==> src/itsr_pkg.sv <==
// ============================================================================
// itsr_pkg
// Shared types and codes for the dense ID table with swap-remove.
// ============================================================================
package itsr_pkg;

   // Operation codes as they arrive on the request tuser field.
   localparam logic [1:0] MODE_ADD    = 2'd0;
   localparam logic [1:0] MODE_REMOVE = 2'd1;
   localparam logic [1:0] MODE_LOOKUP = 2'd2;

   // Result status codes.
   localparam logic [1:0] STATUS_OK   = 2'd0;
   localparam logic [1:0] STATUS_FULL = 2'd1;
   localparam logic [1:0] STATUS_MISS = 2'd2;

   // Field widths fixed by the port format.
   localparam int ID_W   = 32;
   localparam int XF_W   = 16;
   localparam int SLOT_W = 6;
   localparam int OCC_W  = 7;

   // Depth of the command queue between front and back (power of two).
   localparam int QUEUE_DEPTH = 2;

   typedef enum logic [1:0] {
      OP_ADD,
      OP_REMOVE,
      OP_LOOKUP,
      OP_NONE
   } op_type;

   typedef struct packed {
      op_type            op;
      logic [ID_W-1:0]   entity_id;
      logic [XF_W-1:0]   transform_index;
      logic              press_flag;
   } cmd_type;

   typedef struct packed {
      logic [ID_W-1:0]   assigned_id;
      logic [SLOT_W-1:0] slot_index;
      logic              hit;
      logic [1:0]        status;
      logic [OCC_W-1:0]  occupancy;
   } rsp_type;

endpackage

==> src/itsr_front.sv <==
// ============================================================================
// itsr_front
// Request intake: decodes the operation code and pushes a command.
// ============================================================================
module itsr_front (
   input  logic              req_valid,
   output logic              req_ready,
   input  logic [1:0]        req_mode,
   input  logic [31:0]       req_entity_id,
   input  logic [15:0]       req_transform_index,
   input  logic              req_press_flag,
   output logic              push,
   input  logic              push_ready,
   output itsr_pkg::cmd_type push_cmd
);

   itsr_pkg::op_type op;

   always_comb begin
      case (req_mode)
         itsr_pkg::MODE_ADD:    op = itsr_pkg::OP_ADD;
         itsr_pkg::MODE_REMOVE: op = itsr_pkg::OP_REMOVE;
         itsr_pkg::MODE_LOOKUP: op = itsr_pkg::OP_LOOKUP;
         default:               op = itsr_pkg::OP_NONE;
      endcase
   end

   assign req_ready = push_ready;
   assign push      = req_valid & push_ready;

   assign push_cmd.op              = op;
   assign push_cmd.entity_id       = req_entity_id;
   assign push_cmd.transform_index = req_transform_index;
   assign push_cmd.press_flag      = req_press_flag;

endmodule

==> src/itsr_queue.sv <==
// ============================================================================
// itsr_queue
// Small command queue decoupling the intake from the table engine.
// ============================================================================
module itsr_queue (
   input  logic              clock,
   input  logic              reset,
   input  logic              push,
   input  itsr_pkg::cmd_type push_cmd,
   output logic              push_ready,
   input  logic              pop,
   output logic              head_valid,
   output itsr_pkg::cmd_type head_cmd
);

   localparam int PTR_W = $clog2(itsr_pkg::QUEUE_DEPTH);

   itsr_pkg::cmd_type entry_ff [itsr_pkg::QUEUE_DEPTH];
   logic [PTR_W-1:0]  wr_ptr_ff, wr_ptr_in;
   logic [PTR_W-1:0]  rd_ptr_ff, rd_ptr_in;
   logic [PTR_W:0]    fill_ff, fill_in;

   assign push_ready = fill_ff != (PTR_W+1)'(itsr_pkg::QUEUE_DEPTH);
   assign head_valid = fill_ff != '0;
   assign head_cmd   = entry_ff[rd_ptr_ff];

   always_comb begin
      wr_ptr_in = push ? wr_ptr_ff + PTR_W'(1) : wr_ptr_ff;
      rd_ptr_in = pop  ? rd_ptr_ff + PTR_W'(1) : rd_ptr_ff;
      fill_in   = fill_ff;
      if (push && !pop) begin
         fill_in = fill_ff + (PTR_W+1)'(1);
      end else if (pop && !push) begin
         fill_in = fill_ff - (PTR_W+1)'(1);
      end
   end

   always_ff @(posedge clock) begin
      if (reset) begin
         wr_ptr_ff <= '0;
         rd_ptr_ff <= '0;
         fill_ff   <= '0;
      end else begin
         wr_ptr_ff <= wr_ptr_in;
         rd_ptr_ff <= rd_ptr_in;
         fill_ff   <= fill_in;
      end
   end

   always_ff @(posedge clock) begin
      if (push) begin
         entry_ff[wr_ptr_ff] <= push_cmd;
      end
   end

endmodule

==> src/itsr_back.sv <==
// ============================================================================
// itsr_back
// Table engine: record memory, live count, ID counter, search and swap
// sequencer, and the result register.
// ============================================================================
module itsr_back #(
   parameter int CAPACITY        = 64,
   parameter int TRANSFORM_WIDTH = 16
) (
   input  logic              clock,
   input  logic              reset,
   input  logic              head_valid,
   input  itsr_pkg::cmd_type head_cmd,
   output logic              pop,
   output logic              rsp_valid,
   input  logic              rsp_ready,
   output itsr_pkg::rsp_type rsp_data
);

   localparam int SLOT_W = $clog2(CAPACITY);
   localparam int CNT_W  = $clog2(CAPACITY + 1);

   typedef struct packed {
      logic [31:0]                id;
      logic [TRANSFORM_WIDTH-1:0] xf;
      logic                       press;
   } rec_type;

   typedef enum logic [5:0] {
      S_IDLE     = 6'b000001,
      S_DIRECT   = 6'b000010,
      S_SCAN     = 6'b000100,
      S_SWAP_RD  = 6'b001000,
      S_SWAP_WR1 = 6'b010000,
      S_SWAP_WR2 = 6'b100000
   } state_type;

   state_type         state_ff, state_in;
   itsr_pkg::cmd_type cmd_ff, cmd_in;
   logic [CNT_W-1:0]  count_ff, count_in;
   logic [31:0]       next_id_ff, next_id_in;
   logic [SLOT_W-1:0] iss_ff, iss_in;
   logic [SLOT_W-1:0] chk_ff, chk_in;
   logic              chk_vld_ff, chk_vld_in;
   logic [SLOT_W-1:0] found_ff, found_in;
   rec_type           hold_ff, hold_in;
   rec_type           rd_data_ff;
   rec_type           mem [CAPACITY];

   logic              rsp_valid_ff, rsp_valid_in;
   itsr_pkg::rsp_type rsp_ff;

   logic              wr_en;
   logic [SLOT_W-1:0] wr_addr;
   rec_type           wr_data;
   logic [SLOT_W-1:0] rd_addr;

   logic              load;
   logic [31:0]       ld_id;
   logic [SLOT_W-1:0] ld_slot;
   logic              ld_hit;
   logic [1:0]        ld_status;
   logic [CNT_W-1:0]  ld_occ;

   logic              match;
   logic              miss;
   logic [SLOT_W-1:0] match_slot;
   logic [CNT_W-1:0]  last_cnt;
   logic [SLOT_W-1:0] last_slot;
   logic [31:0]       id_use;
   logic [31:0]       xf_wide;

   assign last_cnt  = count_ff - CNT_W'(1);
   assign last_slot = last_cnt[SLOT_W-1:0];
   assign id_use    = (count_ff == '0) ? 32'd0 : next_id_ff;
   assign xf_wide   = 32'(head_cmd.transform_index);

   always_comb begin
      state_in   = state_ff;
      cmd_in     = cmd_ff;
      count_in   = count_ff;
      next_id_in = next_id_ff;
      iss_in     = iss_ff;
      chk_in     = chk_ff;
      chk_vld_in = chk_vld_ff;
      found_in   = found_ff;
      hold_in    = hold_ff;
      wr_en      = 1'b0;
      wr_addr    = found_ff;
      wr_data    = rd_data_ff;
      rd_addr    = iss_ff;
      pop        = 1'b0;
      load       = 1'b0;
      ld_id      = '0;
      ld_slot    = '0;
      ld_hit     = 1'b0;
      ld_status  = itsr_pkg::STATUS_OK;
      ld_occ     = count_ff;
      match      = 1'b0;
      miss       = 1'b0;
      match_slot = chk_ff;

      case (state_ff)
         S_IDLE: begin
            if (head_valid && !rsp_valid_ff) begin
               pop    = 1'b1;
               cmd_in = head_cmd;
               case (head_cmd.op)
                  itsr_pkg::OP_ADD: begin
                     load = 1'b1;
                     if (count_ff == CNT_W'(CAPACITY)) begin
                        ld_status = itsr_pkg::STATUS_FULL;
                     end else begin
                        wr_en         = 1'b1;
                        wr_addr       = count_ff[SLOT_W-1:0];
                        wr_data.id    = id_use;
                        wr_data.xf    = xf_wide[TRANSFORM_WIDTH-1:0];
                        wr_data.press = head_cmd.press_flag;
                        count_in      = count_ff + CNT_W'(1);
                        next_id_in    = id_use + 32'd1;
                        ld_id         = id_use;
                        ld_slot       = count_ff[SLOT_W-1:0];
                        ld_hit        = 1'b1;
                        ld_occ        = count_in;
                     end
                  end
                  itsr_pkg::OP_REMOVE, itsr_pkg::OP_LOOKUP: begin
                     if (head_cmd.entity_id < 32'(count_ff)) begin
                        rd_addr  = head_cmd.entity_id[SLOT_W-1:0];
                        state_in = S_DIRECT;
                     end else if (count_ff == '0) begin
                        load      = 1'b1;
                        ld_status = itsr_pkg::STATUS_MISS;
                     end else begin
                        iss_in     = '0;
                        chk_vld_in = 1'b0;
                        state_in   = S_SCAN;
                     end
                  end
                  default: begin
                     load = 1'b1;
                  end
               endcase
            end
         end
         S_DIRECT: begin
            if (rd_data_ff.id == cmd_ff.entity_id) begin
               match      = 1'b1;
               match_slot = cmd_ff.entity_id[SLOT_W-1:0];
            end else begin
               iss_in     = '0;
               chk_vld_in = 1'b0;
               state_in   = S_SCAN;
            end
         end
         S_SCAN: begin
            if (chk_vld_ff && rd_data_ff.id == cmd_ff.entity_id) begin
               match      = 1'b1;
               match_slot = chk_ff;
            end else if (chk_vld_ff && CNT_W'(chk_ff) == last_cnt) begin
               miss = 1'b1;
            end else begin
               rd_addr    = iss_ff;
               chk_in     = iss_ff;
               chk_vld_in = 1'b1;
               iss_in     = iss_ff + SLOT_W'(1);
            end
         end
         S_SWAP_RD: begin
            rd_addr  = last_slot;
            state_in = S_SWAP_WR1;
         end
         S_SWAP_WR1: begin
            wr_en    = 1'b1;
            wr_addr  = found_ff;
            wr_data  = rd_data_ff;
            state_in = S_SWAP_WR2;
         end
         S_SWAP_WR2: begin
            wr_en    = 1'b1;
            wr_addr  = last_slot;
            wr_data  = hold_ff;
            count_in = last_cnt;
            load     = 1'b1;
            ld_slot  = found_ff;
            ld_hit   = 1'b1;
            ld_occ   = last_cnt;
            state_in = S_IDLE;
         end
         default: begin
            state_in = S_IDLE;
         end
      endcase

      if (match) begin
         found_in = match_slot;
         hold_in  = rd_data_ff;
         if (cmd_ff.op == itsr_pkg::OP_REMOVE && match_slot != last_slot) begin
            state_in = S_SWAP_RD;
         end else begin
            if (cmd_ff.op == itsr_pkg::OP_REMOVE) begin
               count_in = last_cnt;
            end
            load     = 1'b1;
            ld_slot  = match_slot;
            ld_hit   = 1'b1;
            ld_occ   = count_in;
            state_in = S_IDLE;
         end
      end else if (miss) begin
         load      = 1'b1;
         ld_status = itsr_pkg::STATUS_MISS;
         state_in  = S_IDLE;
      end

      rsp_valid_in = (rsp_valid_ff & ~rsp_ready) | load;
   end

   always_ff @(posedge clock) begin
      if (reset) begin
         state_ff     <= S_IDLE;
         count_ff     <= '0;
         next_id_ff   <= '0;
         chk_vld_ff   <= 1'b0;
         rsp_valid_ff <= 1'b0;
      end else begin
         state_ff     <= state_in;
         count_ff     <= count_in;
         next_id_ff   <= next_id_in;
         chk_vld_ff   <= chk_vld_in;
         rsp_valid_ff <= rsp_valid_in;
      end
   end

   always_ff @(posedge clock) begin
      cmd_ff   <= cmd_in;
      iss_ff   <= iss_in;
      chk_ff   <= chk_in;
      found_ff <= found_in;
      hold_ff  <= hold_in;
      if (load) begin
         rsp_ff.assigned_id <= ld_id;
         rsp_ff.slot_index  <= itsr_pkg::SLOT_W'(ld_slot);
         rsp_ff.hit         <= ld_hit;
         rsp_ff.status      <= ld_status;
         rsp_ff.occupancy   <= itsr_pkg::OCC_W'(ld_occ);
      end
   end

   // Record memory: one write port, one registered read port.
   always_ff @(posedge clock) begin
      if (wr_en) begin
         mem[wr_addr] <= wr_data;
      end
      rd_data_ff <= mem[rd_addr];
   end

   assign rsp_valid = rsp_valid_ff;
   assign rsp_data  = rsp_ff;

   // The live count never passes the table size.
   a_count_bound : assert property (@(posedge clock) disable iff (reset)
      count_ff <= CNT_W'(CAPACITY))
      else $error("live count above capacity");

   // Writes land only in a live slot or the slot just past the live range.
   a_write_in_range : assert property (@(posedge clock) disable iff (reset)
      wr_en |-> CNT_W'(wr_addr) <= count_ff)
      else $error("record write outside live range");

   // The search only ever compares data read from a live slot.
   a_scan_live : assert property (@(posedge clock) disable iff (reset)
      (state_ff == S_SCAN && chk_vld_ff) |-> CNT_W'(chk_ff) < count_ff)
      else $error("search examined a dead slot");

   // A new result appears only as the engine returns to idle.
   a_result_at_idle : assert property (@(posedge clock) disable iff (reset)
      $rose(rsp_valid_ff) |-> state_ff == S_IDLE)
      else $error("result issued mid-operation");

   // A command is taken only while the result register is free.
   a_pop_free : assert property (@(posedge clock) disable iff (reset)
      pop |-> !rsp_valid_ff && head_valid)
      else $error("command taken while result pending");

endmodule

==> src/id_table_swap_remove.sv <==
// ============================================================================
// id_table_swap_remove
// Dense record table with automatic ID assignment and swap-remove.
// ============================================================================
// Each request beat carries one operation: add a record (transform index and
// pressable flag) under the next ID from a running counter, remove a record by
// ID, or look up the slot holding an ID. The counter restarts at 0 whenever an
// add finds the table empty, and an add on a full table is refused with the
// full status. Lookups and removes first try the slot whose number equals
// the ID if it is live, then search the live slots from 0 upward; a remove
// moves the last live record into the freed slot. Every request beat yields
// exactly one response beat, in order. A small command queue sits in front
// of the table engine, so request beats are still taken while the engine
// works or a response waits. The engine handles one command at a time
// because all records sit in a single memory with one read port. A remove
// that must move the last record then reads it and writes it into the freed
// slot. The record memory is not cleared after reset; only data from slots
// below the live count is ever used.
module id_table_swap_remove #(
   parameter int CAPACITY        = 64,
   parameter int TRANSFORM_WIDTH = 16
) (
   input  logic        clock,
   input  logic        reset,

   input  logic        req_tvalid,
   output logic        req_tready,
   // [31:0] entity_id, [47:32] transform_index, [48] press_flag, rest zero
   input  logic [55:0] req_tdata,
   // [1:0] mode
   input  logic [1:0]  req_tuser,

   output logic        rsp_tvalid,
   input  logic        rsp_tready,
   // [31:0] assigned_id, [37:32] slot_index, [44:38] occupancy, rest zero
   output logic [47:0] rsp_tdata,
   // [0] hit, [2:1] status
   output logic [2:0]  rsp_tuser
);

   logic              push;
   logic              push_ready;
   itsr_pkg::cmd_type push_cmd;
   logic              pop;
   logic              head_valid;
   itsr_pkg::cmd_type head_cmd;
   itsr_pkg::rsp_type rsp_data;

   // Intake decodes the operation and feeds the queue.
   itsr_front u_front (
      .req_valid           (req_tvalid),
      .req_ready           (req_tready),
      .req_mode            (req_tuser),
      .req_entity_id       (req_tdata[31:0]),
      .req_transform_index (req_tdata[47:32]),
      .req_press_flag      (req_tdata[48]),
      .push                (push),
      .push_ready          (push_ready),
      .push_cmd            (push_cmd)
   );

   itsr_queue u_queue (
      .clock      (clock),
      .reset      (reset),
      .push       (push),
      .push_cmd   (push_cmd),
      .push_ready (push_ready),
      .pop        (pop),
      .head_valid (head_valid),
      .head_cmd   (head_cmd)
   );

   // The engine owns the table and holds the response register.
   itsr_back #(
      .CAPACITY        (CAPACITY),
      .TRANSFORM_WIDTH (TRANSFORM_WIDTH)
   ) u_back (
      .clock      (clock),
      .reset      (reset),
      .head_valid (head_valid),
      .head_cmd   (head_cmd),
      .pop        (pop),
      .rsp_valid  (rsp_tvalid),
      .rsp_ready  (rsp_tready),
      .rsp_data   (rsp_data)
   );

   assign rsp_tdata = {3'b000, rsp_data.occupancy, rsp_data.slot_index,
                       rsp_data.assigned_id};
   assign rsp_tuser = {rsp_data.status, rsp_data.hit};

endmodule
==> config.mk <==
export PLATFORM = sky130hd
export DESIGN_NAME = id_table_swap_remove
export DESIGN_NICKNAME = d
export VERILOG_FILES = /design/src/itsr_pkg.sv /design/src/itsr_front.sv /design/src/itsr_queue.sv /design/src/itsr_back.sv /design/src/id_table_swap_remove.sv
export SDC_FILE = /design/constraint.sdc
export NUM_CORES = 2
export LEC_CHECK = 0
export BUFFER_PORTS_ARGS = -buffer_cell sky130_fd_sc_hd__buf_2
export CAP_MARGIN = 10
export CORE_MARGIN = 2
export CORE_UTILIZATION = 30
export DETAILED_ROUTE_END_ITERATION = 7
export SKIP_LAST_GASP = 1
export SLEW_MARGIN = 25
export SYNTH_ARGS = -nofsm -noshare
export SYNTH_HDL_FRONTEND = slang
export SYNTH_SLANG_ARGS = --single-unit
==> constraint.sdc <==
create_clock -name clock -period 17.4 [get_ports clock]
set_input_delay 2.61 -clock clock [delete_from_list [all_inputs] [get_ports clock]]
set_output_delay 2.61 -clock clock [all_outputs]
set_load 0.01 [all_outputs]
==> impl_metrics.ini <==
[synthesis]
ys_top_cells_by_area = edfxtp_1 (74%), mux4_2 (10%), nand2_1 (2.5%), dfxtp_1 (1.8%), mux2i_1 (1.0%)
syn_inst = 4922
ys.flop_type = edfxtp_1
synthArstFlopShare_pct = 0
synth-seq-area-share_pct = 75.9
synth_area_mm2 = 0.0912
synth-edff-count = 2248
synth-seq-cells = 2332
netlist.area_leader.share_pct = 74.0
synth_warnings = 0
yosysTopAreaCell = edfxtp_1
synth.avg_cell_area_um2 = 18.5
ys_types = 77

[power_and_ir_drop]
peakVddDrop_v = 0.000103
pwr-share-comb_pct = 11.1
power_density_mw_per_mm2 = 124
power.leakage_nw = 32.8
p_clk_share_pct = 37.3
switching_share_pct = 24.9
internal_power_mw = 9.75
netSwitchingPower_mw = 3.23
pwr-share-seq_pct = 51.6

[clocking]
cts-buffers-inserted = 224
cts-root-buf = clkbuf_16
htreeDepth = 4
cts_tree = done
ctsResizeCount = 0
holdBufCountCts = 0
cts_buffer_depth = 3
post-cts-setup-buffers = 0
clock-sinks = 2332
clk_latency_ns = 0.87
clk_pin_slew_worst_paths_ns = 0.06

[global_route]
antenna_found_initial = 14
grt_pass1_vias = 47639
grt-ovfl-total = 0
grt_first_pass_wirelength_um = 351000
grt_usage_pct = 15.7
grt_max_degree = 124

[worst_hold_path]
holdPathStages = 2
hp-class = reg2reg

[detailed_routing]
drt-initial-drc-count = 6166
drc = 0
firstDrtPassIters = 6
vias_per_cell = 5.24
ant_nets = 0
via_count = 48814
avgRoutedWirePerCell_um = 26.7
wirelength_um = 249000

[timing]
fin_crit_ns = 7.93
hold_viol = 0
finalSetupViolCount = 0
fmax_mhz = 126
holdWs_ns = 0.496
rsz0062_at_grt = no
finalMaxSlewViolations = 0
fin_skew_ns = 0.0342
relSlewSlack_pct = 18.3
tns_ns = 0
min_period_over_period_pct = 45.6
worst_slew_pin_slew_ns = 1.22

[floorplan]
start_util_pct = 30.1
die_y_um = 555
rows = 202
fp.coreArea_mm2 = 0.303
ioPinCount = 115
fp.dieW_um = 555
die_area_mm2 = 0.308

[setup_path]
worst_r2r_path_depth = 17
crit_chain = buf_4 -> mux2_2 -> ha_1 -> a21o_1 -> a211oi_1 -> o21a_1 -> and4_1 -> a32oi_1 -> nand2_4 -> buf_4 -> buf_4 -> buf_4 -> mux4_2 -> a22oi_1 -> a32oi_1 -> a21oi_1 -> nor3b_2
critPathArrivalTime_ns = 8.62
worstPathRequired_ns = 18.09
cp_num_buf_inv = 4
worstSetupEndpointType = register
crit_slowest_cell = buf_4
crit_top_cell = buf_4
max_stage_delay_ns = 0.79
crit_family = buffers and inverters
worstSetupPathType = reg2reg
path_max_fanout = 55
path_depth = 17
critPathLaunchType = register

[layout]
nets = 5208
layout.cells.non_filler = 9315
synthToLayoutAreaGrowth_pct = 14.7
drive_above_1_share_pct = 22.1

[run_status]
outcome = complete, no violations

[flow_run]
drv_cap = 0

[place]
gp_congestion = 0.886
dpl.cell_count = 8884
portBuffers = 87
hpwl_um = 137000
==> cell type report <==
type	count	area, um2
fill	28099	198000
antenna	4	10.0
tap	3978	4980
clock inverter	132	1240
sequential	2332	69200
timing repair buffer	252	1750
multi-input combinational	2291	21200
inverter	31	116
clock buffer	295	6080
==> layer usage <==
layer	wire [um]	track usage, %	vias up
met5	37	0	-
met4	9280	5.78	6
met3	23500	3.12	418
met2	115000	24.7	2386
met1	101000	21.6	25703
li1	-	-	20301
==> cell families (layout without fill, tap and decap cells) <==
group	count (synthesis)	after routing	share of synthesized area [%]
buffers and inverters	301	710	1.71
muxes	546	546	11.8
other	1	7	0.00411
DFF	2332	2332	75.9
and+or+nand+nor	1171	1171	5.77
adders and majority gates	14	14	0.192
AOI/OAI and AO/OA	480	480	3.97
xor gates and xnor gates	77	77	0.739
==> worst register-to-register path: cells and delay by family (launching register included) <==
kind / cells / cell delay (ns)
buf+inv: 4 / 2.73
simple gates: 3 / 1.03
fa+ha+maj: 1 / 0.33
mux: 2 / 0.92
flops: 1 / 0.31
compound gates: 7 / 2.47
==> power by group through the flow <==
stage | Combinational [mW] | Clock, mW | Sequential (mW)
3_5_place_dp | 1.42 | 0 | 6.82
2_1_floorplan | 0.770 | 0 | 6.83
6_report | 1.43 | 4.84 | 6.70
5_1_grt | 1.52 | 5.12 | 6.71
3_3_place_gp | 1.38 | 0 | 6.81
4_1_cts | 1.43 | 4.92 | 6.70
==> sequential cells by signal, indices dropped and copies added, names as in the netlist, 7 cells and up, named ones only <==
register,count
u_back.cmd_ff,34
u_queue.entry_ff,68
u_back.mem,2048
u_back.hold_ff,32
u_back.rd_data_ff,32
u_back.rsp_data,48
u_back.next_id_ff,32
u_back.count_ff,7
==> cells in the mapped netlist (18+ instances only) <==
master and instances:
edfxtp_1 2248, a22oi_1 28, mux2_2 37, nand4_1 24, o211a_1 18, a21oi_1 90
a31oi_1 40, a311oi_1 30, mux4_2 416, xnor2_1 29, buf_6 19, o21ai_0 33
xor2_1 48, nor4_1 26, o211ai_1 18, and3_1 43, a32oi_1 59, clkbuf_1 116
buf_2 86, dfxtp_1 84, mux2i_1 93, nor2_1 184, buf_4 39, nor3_1 21
inv_1 31, o2111ai_1 29, nand2_1 608, nand3_1 178
==> placed cells by master, fill, tap and decap left out, types with 59 or more instances in the layout <==
cell type | synthesis | routed
nand2_1 | 608 | 607
buf_4 | 39 | 160
nand3_1 | 178 | 176
nor2_1 | 184 | 115
mux4_2 | 416 | 416
edfxtp_1 | 2248 | 2248
dfxtp_1 | 84 | 84
mux2i_1 | 93 | 93
buf_2 | 86 | 86
clkbuf_16 | 0 | 227
a21oi_1 | 90 | 87
nor2_4 | 0 | 66
a32oi_1 | 59 | 59
==> through the flow <==
step / total power [mW] / cell area (um2) / setup slack [ns] / utilization [%]
6_report: 13.0 / 105000 / 9.47 / 34.6
5_1_grt: 13.3 / 105000 / 9.17 / 34.6
4_1_cts: 13.0 / 105000 / 9.47 / 34.6
3_5_place_dp: 8.24 / 97200 / 9.55 / 32.1
3_3_place_gp: 8.19 / 97200 / 9.58 / 32.1
2_1_floorplan: 7.60 / 91200 / 11.49 / -
==> worst paths after layout <==
path | to | from | slack [ns]
max | u_back.rd_data_ff[38] | register | 9.47
min | u_back.next_id_ff[1] | u_back.next_id_ff[1] | 0.50
max reg2reg | u_back.rd_data_ff[38] | register | 9.47
min reg2reg | u_back.next_id_ff[1] | u_back.next_id_ff[1] | 0.50
Power figures use the tool's default switching activity.
